**config.mk**
```make
export PLATFORM = sky130hd
export DESIGN_NAME = local_max_marker_3x3
export DESIGN_NICKNAME = d
export VERILOG_FILES = /design/src/hw/rtl/lmm_pkg.sv /design/src/hw/rtl/lmm_ram.sv /design/src/hw/rtl/lmm_seq.sv /design/src/hw/rtl/lmm_eval.sv /design/src/hw/rtl/local_max_marker_3x3.sv
export SDC_FILE = /design/constraint.sdc
export NUM_CORES = 2
export LEC_CHECK = 0
export BUFFER_PORTS_ARGS = -buffer_cell sky130_fd_sc_hd__buf_2
export CAP_MARGIN = 30
export CORE_ASPECT_RATIO = 0.8
export CORE_MARGIN = 4
export CORE_UTILIZATION = 38
export CTS_BUF_LIST = sky130_fd_sc_hd__clkbuf_8
export DETAILED_ROUTE_END_ITERATION = 8
export PLACE_DENSITY = 0.51
export SLEW_MARGIN = 30
export SYNTH_ARGS = -nofsm -noshare
export SYNTH_HDL_FRONTEND = slang
export SYNTH_SLANG_ARGS = --single-unit
```
**constraint.sdc**
```tcl
create_clock -name clk -period 5.9 [get_ports clk]
set_input_delay 0.59 -clock clk [delete_from_list [all_inputs] [get_ports clk]]
set_output_delay 0.59 -clock clk [all_outputs]
set_load 0.005 [all_outputs]
```
**src/hw/rtl/lmm_pkg.sv**
```systemverilog
`timescale 1ns / 1ps

package lmm_pkg;

	localparam int MAX_COLS      = 62;
	localparam int PIXEL_BITS    = 16;
	localparam int MARK_BITS     = PIXEL_BITS + 1;
	localparam int ROW_BITS      = 12;
	localparam int COL_BITS      = 6;
	localparam int ROWS_MAX      = 4096;
	localparam int CFG_IDX_BITS  = 2;
	localparam int CFG_DATA_BITS = 13;
	localparam int NUM_BANKS     = 3;
	localparam int BANK_BITS     = 2;

	localparam logic [CFG_IDX_BITS-1:0] REG_FRAME_ROWS = CFG_IDX_BITS'(0);
	localparam logic [CFG_IDX_BITS-1:0] REG_FRAME_COLS = CFG_IDX_BITS'(1);

	localparam logic [BANK_BITS-1:0] BANK0 = BANK_BITS'(0);
	localparam logic [BANK_BITS-1:0] BANK1 = BANK_BITS'(1);
	localparam logic [BANK_BITS-1:0] BANK2 = BANK_BITS'(2);

	typedef logic signed [PIXEL_BITS-1:0] pixel_t;
	typedef logic signed [MARK_BITS-1:0]  mark_t;
	typedef logic [COL_BITS-1:0]          col_t;
	typedef logic [BANK_BITS-1:0]         bank_t;
	typedef pixel_t [NUM_BANKS-1:0]       bank_data_t;

	// One column step into the window: a real pixel, or a drain step over
	// the last row (has_below low, nothing written).
	typedef struct packed {
		logic   valid;
		col_t   col;
		bank_t  bank;
		logic   has_above;
		logic   has_above2;
		logic   has_below;
		logic   row_end;
		logic   hold_last;
		pixel_t pixel;
	} issue_t;

endpackage

```
**src/hw/rtl/lmm_ram.sv**
```systemverilog
`timescale 1ns / 1ps

module lmm_ram #(
	parameter int WIDTH = 16,
	parameter int DEPTH = 62
) (
	input  logic                     clk,
	input  logic                     we,
	input  logic [$clog2(DEPTH)-1:0] waddr,
	input  logic [WIDTH-1:0]         wdata,
	input  logic                     re,
	input  logic [$clog2(DEPTH)-1:0] raddr,
	output logic [WIDTH-1:0]         rdata
);

	logic [WIDTH-1:0] mem [DEPTH];

	always_ff @(posedge clk) begin
		if (we) begin
			mem[waddr] <= wdata;
		end
		if (re) begin
			rdata <= mem[raddr];
		end
	end

endmodule

```
**src/hw/rtl/lmm_seq.sv**
```systemverilog
`timescale 1ns / 1ps

module lmm_seq (
	input  logic                             clk,
	input  logic                             arst_n,
	input  logic                             pix_valid,
	input  lmm_pkg::pixel_t                  pixel_value,
	output logic                             pix_stall,
	input  logic                             cfg_valid,
	output logic                             cfg_ready,
	input  logic [lmm_pkg::CFG_IDX_BITS-1:0]  cfg_index,
	input  logic [lmm_pkg::CFG_DATA_BITS-1:0] cfg_data,
	input  logic                             issue_ok,
	output lmm_pkg::issue_t                  issue
);
	import lmm_pkg::*;

	logic [ROW_BITS-1:0] rows_m1_q;
	col_t                cols_m1_q;
	logic [ROW_BITS-1:0] row_q;
	col_t                col_q;
	bank_t               bank_q;
	logic                drain_q;
	col_t                dcol_q;
	bank_t               dbank_q;

	logic                row_end;
	logic                frame_last;
	logic                pix_fire;
	logic                drain_fire;
	logic [ROW_BITS-1:0] rows_m1_new;
	col_t                cols_m1_new;
	col_t                cols_raw;

	function automatic bank_t next_bank(input bank_t b);
		bank_t n;
		unique case (b)
			BANK0:   n = BANK1;
			BANK1:   n = BANK2;
			default: n = BANK0;
		endcase
		return n;
	endfunction

	assign row_end    = (col_q == cols_m1_q);
	assign frame_last = row_end && (row_q == rows_m1_q);

	assign cfg_ready  = 1'b1;
	assign pix_stall  = drain_q || !issue_ok || cfg_valid;
	assign pix_fire   = pix_valid && !pix_stall;
	assign drain_fire = drain_q && issue_ok;

	// clamp register values to the legal frame size
	assign cols_raw = cfg_data[COL_BITS-1:0];
	always_comb begin
		if (cfg_data == '0) begin
			rows_m1_new = '0;
		end else if (cfg_data > CFG_DATA_BITS'(ROWS_MAX)) begin
			rows_m1_new = ROW_BITS'(ROWS_MAX - 1);
		end else begin
			rows_m1_new = ROW_BITS'(cfg_data - CFG_DATA_BITS'(1));
		end
		if (cols_raw == '0) begin
			cols_m1_new = '0;
		end else if (cols_raw > COL_BITS'(MAX_COLS)) begin
			cols_m1_new = COL_BITS'(MAX_COLS - 1);
		end else begin
			cols_m1_new = cols_raw - COL_BITS'(1);
		end
	end

	always_comb begin
		issue.pixel = pixel_value;
		if (drain_q) begin
			// last row revisited as the row above a row that does not exist
			issue.valid      = drain_fire;
			issue.col        = dcol_q;
			issue.bank       = dbank_q;
			issue.has_above  = 1'b1;
			issue.has_above2 = (rows_m1_q != '0);
			issue.has_below  = 1'b0;
			issue.row_end    = (dcol_q == cols_m1_q);
			// the whole drain belongs to the last pixel's run
			issue.hold_last  = (dcol_q != cols_m1_q);
		end else begin
			issue.valid      = pix_fire;
			issue.col        = col_q;
			issue.bank       = bank_q;
			issue.has_above  = (row_q != '0);
			issue.has_above2 = (row_q > ROW_BITS'(1));
			issue.has_below  = 1'b1;
			issue.row_end    = row_end;
			issue.hold_last  = frame_last;
		end
	end

	always_ff @(posedge clk or negedge arst_n) begin
		if (!arst_n) begin
			rows_m1_q <= '0;
			cols_m1_q <= '0;
			row_q     <= '0;
			col_q     <= '0;
			bank_q    <= BANK0;
			drain_q   <= 1'b0;
			dcol_q    <= '0;
			dbank_q   <= BANK0;
		end else begin
			if (cfg_valid) begin
				unique case (cfg_index)
					REG_FRAME_ROWS: begin
						rows_m1_q <= rows_m1_new;
						row_q     <= '0;
						col_q     <= '0;
						bank_q    <= BANK0;
					end
					REG_FRAME_COLS: begin
						cols_m1_q <= cols_m1_new;
						row_q     <= '0;
						col_q     <= '0;
						bank_q    <= BANK0;
					end
					default: begin
					end
				endcase
			end else if (pix_fire) begin
				if (row_end) begin
					col_q <= '0;
					if (row_q == rows_m1_q) begin
						row_q   <= '0;
						bank_q  <= BANK0;
						drain_q <= 1'b1;
						dcol_q  <= '0;
						dbank_q <= next_bank(bank_q);
					end else begin
						row_q  <= row_q + ROW_BITS'(1);
						bank_q <= next_bank(bank_q);
					end
				end else begin
					col_q <= col_q + COL_BITS'(1);
				end
			end
			if (drain_fire) begin
				if (dcol_q == cols_m1_q) begin
					drain_q <= 1'b0;
				end else begin
					dcol_q <= dcol_q + COL_BITS'(1);
				end
			end
		end
	end

endmodule

```
**src/hw/rtl/lmm_eval.sv**
```systemverilog
`timescale 1ns / 1ps

module lmm_eval (
	input  logic                clk,
	input  logic                arst_n,
	input  lmm_pkg::issue_t     issue,
	input  lmm_pkg::bank_data_t rd_data,
	output logic                issue_ok,
	output logic                res_valid,
	input  logic                res_stall,
	output lmm_pkg::mark_t      marked_value,
	output logic                is_peak,
	output logic                last_of_run
);
	import lmm_pkg::*;

	typedef struct packed {
		pixel_t top;
		pixel_t mid;
		pixel_t bot;
	} column_t;

	typedef struct packed {
		mark_t marked;
		logic  peak;
		logic  last;
	} result_t;

	typedef pixel_t [7:0] nbr_t;

	logic    valid_s1;
	issue_t  item_s1;
	column_t win1_q;
	column_t win2_q;
	result_t e0_q;
	result_t e1_q;
	logic [1:0] cnt_q;

	column_t    cur;
	logic       c1;
	logic       c2;
	logic       up2;
	logic       dn;
	nbr_t       nbr_a;
	nbr_t       nbr_b;
	logic [7:0] ex_a;
	logic [7:0] ex_b;
	logic       peak_a;
	logic       peak_b;
	result_t    res_a;
	result_t    res_b;
	logic       emit_a;
	logic       emit_b;
	logic [1:0] n_res;
	logic       pop;
	logic [1:0] cnt_ap;
	logic       consume;
	logic [1:0] push_n;
	result_t    r0;
	result_t    base0;
	result_t    e0_n;
	result_t    e1_n;

	function automatic bank_t prev1(input bank_t b);
		bank_t p;
		unique case (b)
			BANK0:   p = BANK2;
			BANK1:   p = BANK0;
			default: p = BANK1;
		endcase
		return p;
	endfunction

	function automatic bank_t prev2(input bank_t b);
		bank_t p;
		unique case (b)
			BANK0:   p = BANK1;
			BANK1:   p = BANK2;
			default: p = BANK0;
		endcase
		return p;
	endfunction

	function automatic logic peak_check(input pixel_t center, input nbr_t nbr,
	                                    input logic [7:0] ex);
		logic ok;
		ok = 1'b1;
		for (int k = 0; k < 8; k++) begin
			if (ex[k] && ($signed(center) <= $signed(nbr[k]))) begin
				ok = 1'b0;
			end
		end
		return ok;
	endfunction

	function automatic mark_t mark_of(input pixel_t center, input logic peak);
		mark_t ext;
		ext = {center[PIXEL_BITS-1], center};
		return peak ? -ext : ext;
	endfunction

	// newest column: two stored rows plus the pixel itself
	always_comb begin
		cur.top = rd_data[prev2(item_s1.bank)];
		cur.mid = rd_data[prev1(item_s1.bank)];
		cur.bot = item_s1.pixel;
	end

	assign c1  = (item_s1.col != '0);
	assign c2  = (item_s1.col > COL_BITS'(1));
	assign up2 = item_s1.has_above2;
	assign dn  = item_s1.has_below;

	// A: centered one column back. B: row-end pixel centered on the new column.
	assign nbr_a = {win2_q.top, win2_q.mid, win2_q.bot, win1_q.top, win1_q.bot,
	                cur.top, cur.mid, cur.bot};
	assign ex_a  = {c2 && up2, c2, c2 && dn, up2, dn, up2, 1'b1, dn};
	assign nbr_b = {win1_q.top, win1_q.mid, win1_q.bot, cur.top, cur.bot,
	                {(3*PIXEL_BITS){1'b0}}};
	assign ex_b  = {c1 && up2, c1, c1 && dn, up2, dn, 3'b000};

	assign peak_a = peak_check(win1_q.mid, nbr_a, ex_a);
	assign peak_b = peak_check(cur.mid, nbr_b, ex_b);

	assign emit_a = valid_s1 && item_s1.has_above && c1;
	assign emit_b = valid_s1 && item_s1.has_above && item_s1.row_end;
	assign n_res  = {1'b0, emit_a} + {1'b0, emit_b};

	always_comb begin
		res_a.marked = mark_of(win1_q.mid, peak_a);
		res_a.peak   = peak_a;
		res_a.last   = !emit_b && !item_s1.hold_last;
		res_b.marked = mark_of(cur.mid, peak_b);
		res_b.peak   = peak_b;
		res_b.last   = !item_s1.hold_last;
	end

	assign r0 = emit_a ? res_a : res_b;

	// two-entry result queue; e0 drives the outputs
	assign pop      = (cnt_q != 2'd0) && !res_stall;
	assign cnt_ap   = cnt_q - {1'b0, pop};
	assign consume  = valid_s1 && (({1'b0, cnt_ap} + {1'b0, n_res}) <= 3'd2);
	assign issue_ok = !valid_s1 || consume;
	assign push_n   = consume ? n_res : 2'd0;
	assign base0    = pop ? e1_q : e0_q;

	always_comb begin
		case (cnt_ap)
			2'd0: begin
				e0_n = r0;
				e1_n = res_b;
			end
			2'd1: begin
				e0_n = base0;
				e1_n = r0;
			end
			default: begin
				e0_n = base0;
				e1_n = e1_q;
			end
		endcase
	end

	always_ff @(posedge clk or negedge arst_n) begin
		if (!arst_n) begin
			valid_s1 <= 1'b0;
			cnt_q    <= 2'd0;
		end else begin
			if (issue.valid) begin
				valid_s1 <= 1'b1;
			end else if (consume) begin
				valid_s1 <= 1'b0;
			end
			cnt_q <= cnt_ap + push_n;
		end
	end

	always_ff @(posedge clk) begin
		if (issue.valid) begin
			item_s1 <= issue;
		end
		if (consume) begin
			win2_q <= win1_q;
			win1_q <= cur;
		end
		e0_q <= e0_n;
		e1_q <= e1_n;
	end

	assign res_valid    = (cnt_q != 2'd0);
	assign marked_value = e0_q.marked;
	assign is_peak      = e0_q.peak;
	assign last_of_run  = e0_q.last;

endmodule

```
**src/hw/rtl/local_max_marker_3x3.sv**
```systemverilog
`timescale 1ns / 1ps

// Streaming 3x3 strict local-maximum marker. Pixels of a frame_rows x
// frame_cols raster come in row-major order, one per clock when not stalled;
// each pixel that is strictly above every in-frame neighbor comes out negated
// with is_peak set, others come out unchanged. Results trail the input by one
// row and one column; each row end releases up to two results, carried by a
// two-entry output queue so the pixel rate stays at one per clock unless
// res_stall fills the queue. The last pixel of a frame releases the whole
// last row as well: the pixel input is then held off while the drain
// sequencer rereads the last two lines from the three line banks, one column
// per clock unless the queue is full. last_of_run marks the final result that
// a pixel releases. Register writes restart the frame position; they hold off
// pixel requests in the cycle they are taken and belong between frames.

module local_max_marker_3x3 (
	input  logic                             clk,
	input  logic                             arst_n,
	input  logic                             pix_valid,
	output logic                             pix_stall,
	input  lmm_pkg::pixel_t                  pixel_value,
	output logic                             res_valid,
	input  logic                             res_stall,
	output lmm_pkg::mark_t                   marked_value,
	output logic                             is_peak,
	output logic                             last_of_run,
	input  logic                             cfg_valid,
	output logic                             cfg_ready,
	input  logic [lmm_pkg::CFG_IDX_BITS-1:0]  cfg_index,
	input  logic [lmm_pkg::CFG_DATA_BITS-1:0] cfg_data
);
	import lmm_pkg::*;

	issue_t               issue;
	logic                 issue_ok;
	bank_data_t           rd_data;
	logic [NUM_BANKS-1:0] bank_we;

	lmm_seq u_seq (
		.clk         (clk),
		.arst_n      (arst_n),
		.pix_valid   (pix_valid),
		.pixel_value (pixel_value),
		.pix_stall   (pix_stall),
		.cfg_valid   (cfg_valid),
		.cfg_ready   (cfg_ready),
		.cfg_index   (cfg_index),
		.cfg_data    (cfg_data),
		.issue_ok    (issue_ok),
		.issue       (issue)
	);

	// one bank per row mod 3; every step reads all banks at its column
	for (genvar b = 0; b < NUM_BANKS; b++) begin : g_bank
		assign bank_we[b] = issue.valid && issue.has_below &&
		                    (issue.bank == BANK_BITS'(b));

		lmm_ram #(
			.WIDTH (PIXEL_BITS),
			.DEPTH (MAX_COLS)
		) u_ram (
			.clk   (clk),
			.we    (bank_we[b]),
			.waddr (issue.col),
			.wdata (issue.pixel),
			.re    (issue.valid),
			.raddr (issue.col),
			.rdata (rd_data[b])
		);
	end

	lmm_eval u_eval (
		.clk          (clk),
		.arst_n       (arst_n),
		.issue        (issue),
		.rd_data      (rd_data),
		.issue_ok     (issue_ok),
		.res_valid    (res_valid),
		.res_stall    (res_stall),
		.marked_value (marked_value),
		.is_peak      (is_peak),
		.last_of_run  (last_of_run)
	);

endmodule

```
==> flow_summary.ini <==
[worst_setup_path]
crit_fanout = 29
slowest_stage = a2111oi_0
rrSetupSlack_ns = 0.44
r2r-start = u_eval.item_s1[21]$_DFFE_PP_
critical_path_arrival_ns = 6.20
worstRegToRegCells = 14
worst_setup_path_end_kind = register
cpPeakStageDelay_ns = 0.65
worst_ep_required_time_ns = 6.64
path_cells = buf_4 > mux2i_1 > o21a_1 > inv_1 > ha_1 > nor2b_1 > o211ai_1 > a2111o_1 > and4_1 > a2111oi_0 > nand4b_1 > or3_1 > a21oi_1 > o221ai_1
path_class = register to register
r2r-end = u_eval.marked_value[5]$_DFFE_PP_
worstSetupStartpointType = register

[layout]
fin_nets = 8548
multiInputGateArea_um2 = 26600
fillCellCount = 28900
regArea_um2 = 97000
layout-drive-gt1-share_pct = 16.4
area_growth_pct = 15.5
final_area_um2 = 145000

[grt]
met3_usage_pct = 9.27
grt_pass1_vias = 76400
antenna_found_initial = 28
gr-usage-met2_pct = 37.6
grt_pass1_wl_mm = 651
grt_usage_pct = 27.5
grt_overflow = 0
grt_busiest_layer = met1
grt_max_degree = 118
met1_usage_pct = 41.0

[power_and_ir_drop]
p_int_mw = 42.1
power_leakage_nw = 46.9
sw_frac_of_total_pct = 38.6
clkPwrFrac_pct = 25.5
netSwitchingPower_mw = 26.4
power_mw = 68.6
max-vdd-ir-drop_mv = 0.365
power_density_nw_per_um2 = 474
comb_power_share_pct = 33.6
power.share.sequential_pct = 40.9

[hold_path]
worstHoldEndpoint = g_bank[1].u_ram.mem[40][15]$_DFFE_PP_
hold_depth = 1
hold_path.class = primary input to register
hp-start = pixel_value[15]

[timing]
worstMarginPinSlew_ns = 1.14
finalSetupTns_ns = 0
finalHoldViolations = 0
period_share_pct = 92.5
holdWs_ns = 0.0757
finalClockSkew_ns = 0.0808
slew_headroom_pct = 23.5
max_freq_mhz = 183
slew_violations = 0
min_period_ns = 5.46
setup_viol = 0
rsz0062_at_grt = false
setup_ws_ns = 0.443

[synth]
ys_types = 83
synth_compound_area_share_pct = 12.9
synth_top_family_by_area = compound AO/OA/AOI/OAI gates
synth_nets = 7904
synth_ff_type = edfxtp_1
ys_seq_area_share_pct = 77.4
ys_ff_latch = 3237
synth-simple-area-share_pct = 4.46
async_reset_ff_share_pct = 1.54
netlist_instances = 7668
synth_area_leaders = edfxtp_1 76%, a22oi_1 4.8%, ha_1 2.0%
synth_most_common_cell = edfxtp_1
synth_warnings = 0
synth_mux_area_share_pct = 0.812
synth_top_cells_by_count = 3187 x edfxtp_1, 809 x a22oi_1, 488 x nand2_1
synthAdderAreaFrac_pct = 2.03
yosys.area.top_type = edfxtp_1
synth_edf_count = 3187
synth_xor_area_share_pct = 0.482
synth.avg_cell_area_um2 = 16.3
syn_area_um2 = 125000
yosys.area.top_type_share_pct = 76.4

[place]
place_congestion = 0.959
pre_cts_ws_ns = 0.622
hpwl_mm = 311
portBuffers = 56
placed_cell_area_um2 = 135000

[cts]
cts_buffer_depth = 4
cts_tree = built
cts.sinks = 3237
cts_max_level = 5
clock_latency_ns = 1.09
cts_resized = 0
clk_pin_slew_worst_paths_ns = 0.07
cts_setup_buffers = 0
clockRootBuffer = clkbuf_8
numCtsBuffers = 487

[routing]
drt_first_pass_iters = 7
wl_mm = 480
ant_nets = 0
via_count = 81600
viasPerCell = 6.23
detail_route.iter0.violations = 15200
wl_per_cell_um = 36.7
drc_errors = 0

[outcome]
status = finished, final reports clean

[die]
die-area_um2 = 339000
die_w_um = 650
initial_core_util_pct = 38.2
die_y_um = 522
coreArea_um2 = 328000
pin_count = 58
rows = 188

[run]
max-cap-violations = 0
==> critical path: cells and delay by family (launching register included) <==
kind	cells	cell delay (ns)
AO/OA/AOI/OAI	6	2.08
AND/OR/NAND/NOR	4	1.26
buffers and inverters	2	0.73
adder cells (fa/ha/maj)	1	0.40
flip-flops	1	0.35
multiplexers	1	0.30
==> routing by layer <==
layer | vias up | wire, µm
met5 | - | 215
met4 | 30 | 15700
met3 | 828 | 69000
met2 | 6193 | 196000
met1 | 41800 | 200000
li1 | 32800 | -
==> state kept, by name, indices dropped and copies added, names as in the netlist, 2 cells and up <==
name,cells
g_bank.u_ram.mem,2976
u_eval.nbr_a,80
g_bank.u_ram.rdata,48
u_eval.e1_q,19
u_eval.marked_value,17
u_eval.cur,16
u_eval.nbr_b,16
u_seq.row_q,12
u_seq.rows_m1_q,12
u_eval.item_s1,11
u_seq.col_q,6
u_seq.cols_m1_q,6
u_seq.dcol_q,6
u_eval.cnt_q,2
u_seq.bank_q,2
u_seq.dbank_q,2
==> power by group through the flow <==
stage	Clock [mW]	Sequential [mW]	Combinational, mW
global route	18.8	28.1	24.1
floorplan	0	27.8	11.6
CTS	17.7	28.0	22.5
global placement	0	28.4	22.1
detailed placement	0	28.4	22.3
finish	17.5	28.0	23.0
==> cell type report <==
type,count,area share [%]
inverter,157,0.414
antenna,11,0.0190
tap,4370,3.78
timing repair buffer,623,4.18
clock buffer,497,4.73
multi-input combinational,3806,18.4
clock inverter,400,1.44
sequential,3237,67.0
==> worst max path at each step <==
stage	start	endpoint	slack, ns	depth (start not counted)
floorplan	res_stall	u_eval.cnt_q[1]$_DFF_PN0_	0.17	9
global placement	u_eval.item_s1[26]$_DFFE_PP_	g_bank[1].u_ram.mem[55][6]$_DFFE_PP_	0.61	16
detailed placement	u_eval.item_s1[21]$_DFFE_PP_	u_eval.marked_value[5]$_DFFE_PP_	0.62	14
CTS	u_eval.item_s1[26]$_DFFE_PP_	pix_stall	0.38	13
global route	u_eval.item_s1[22]$_DFFE_PP_	u_eval.marked_value[1]$_DFFE_PP_	0.23	13
finish	u_eval.item_s1[21]$_DFFE_PP_	u_eval.marked_value[5]$_DFFE_PP_	0.44	14
==> cells by family (layout without fill, tap and decap cells) <==
family / count (synthesis) / in the layout
buffers and inverters: 625 / 1677
XOR/XNOR: 69 / 69
AND/OR/NAND/NOR: 1214 / 1214
adder cells (fa/ha/maj): 203 / 203
other: 1 / 12
flip-flops: 3237 / 3237
multiplexers: 98 / 98
AO/OA/AOI/OAI: 2221 / 2221
==> metrics by stage <==
| step | cells | util (%) |
|---|---|---|
| CTS | 13100 | 44.1 |
| detailed placement | 12200 | 41.2 |
| global placement | 12200 | 41.2 |
| floorplan | 7668 | - |
| finish | 13100 | 44.1 |
| global route | 13100 | 44.1 |
==> placed cells by master, fill, tap and decap left out, drive strengths merged, types with 199 or more instances in the layout <==
cell type	netlist	final
edfxtp	3187	3187
a22oi	809	809
nor2	278	278
buf	125	585
clkbuf	343	501
nand2	488	488
clkinv	2	238
ha	199	199
inv	155	299
a21oi	377	377
==> what timing repair did <==
| action | 4_1_cts | 5_1_grt |
|---|---|---|
| endpoints found under the setup margin | 0 | 0 |
| hold buffers | 34 | 0 |
| endpoints found under the hold margin | 145 | 0 |
(Power assumes the default switching activity.)
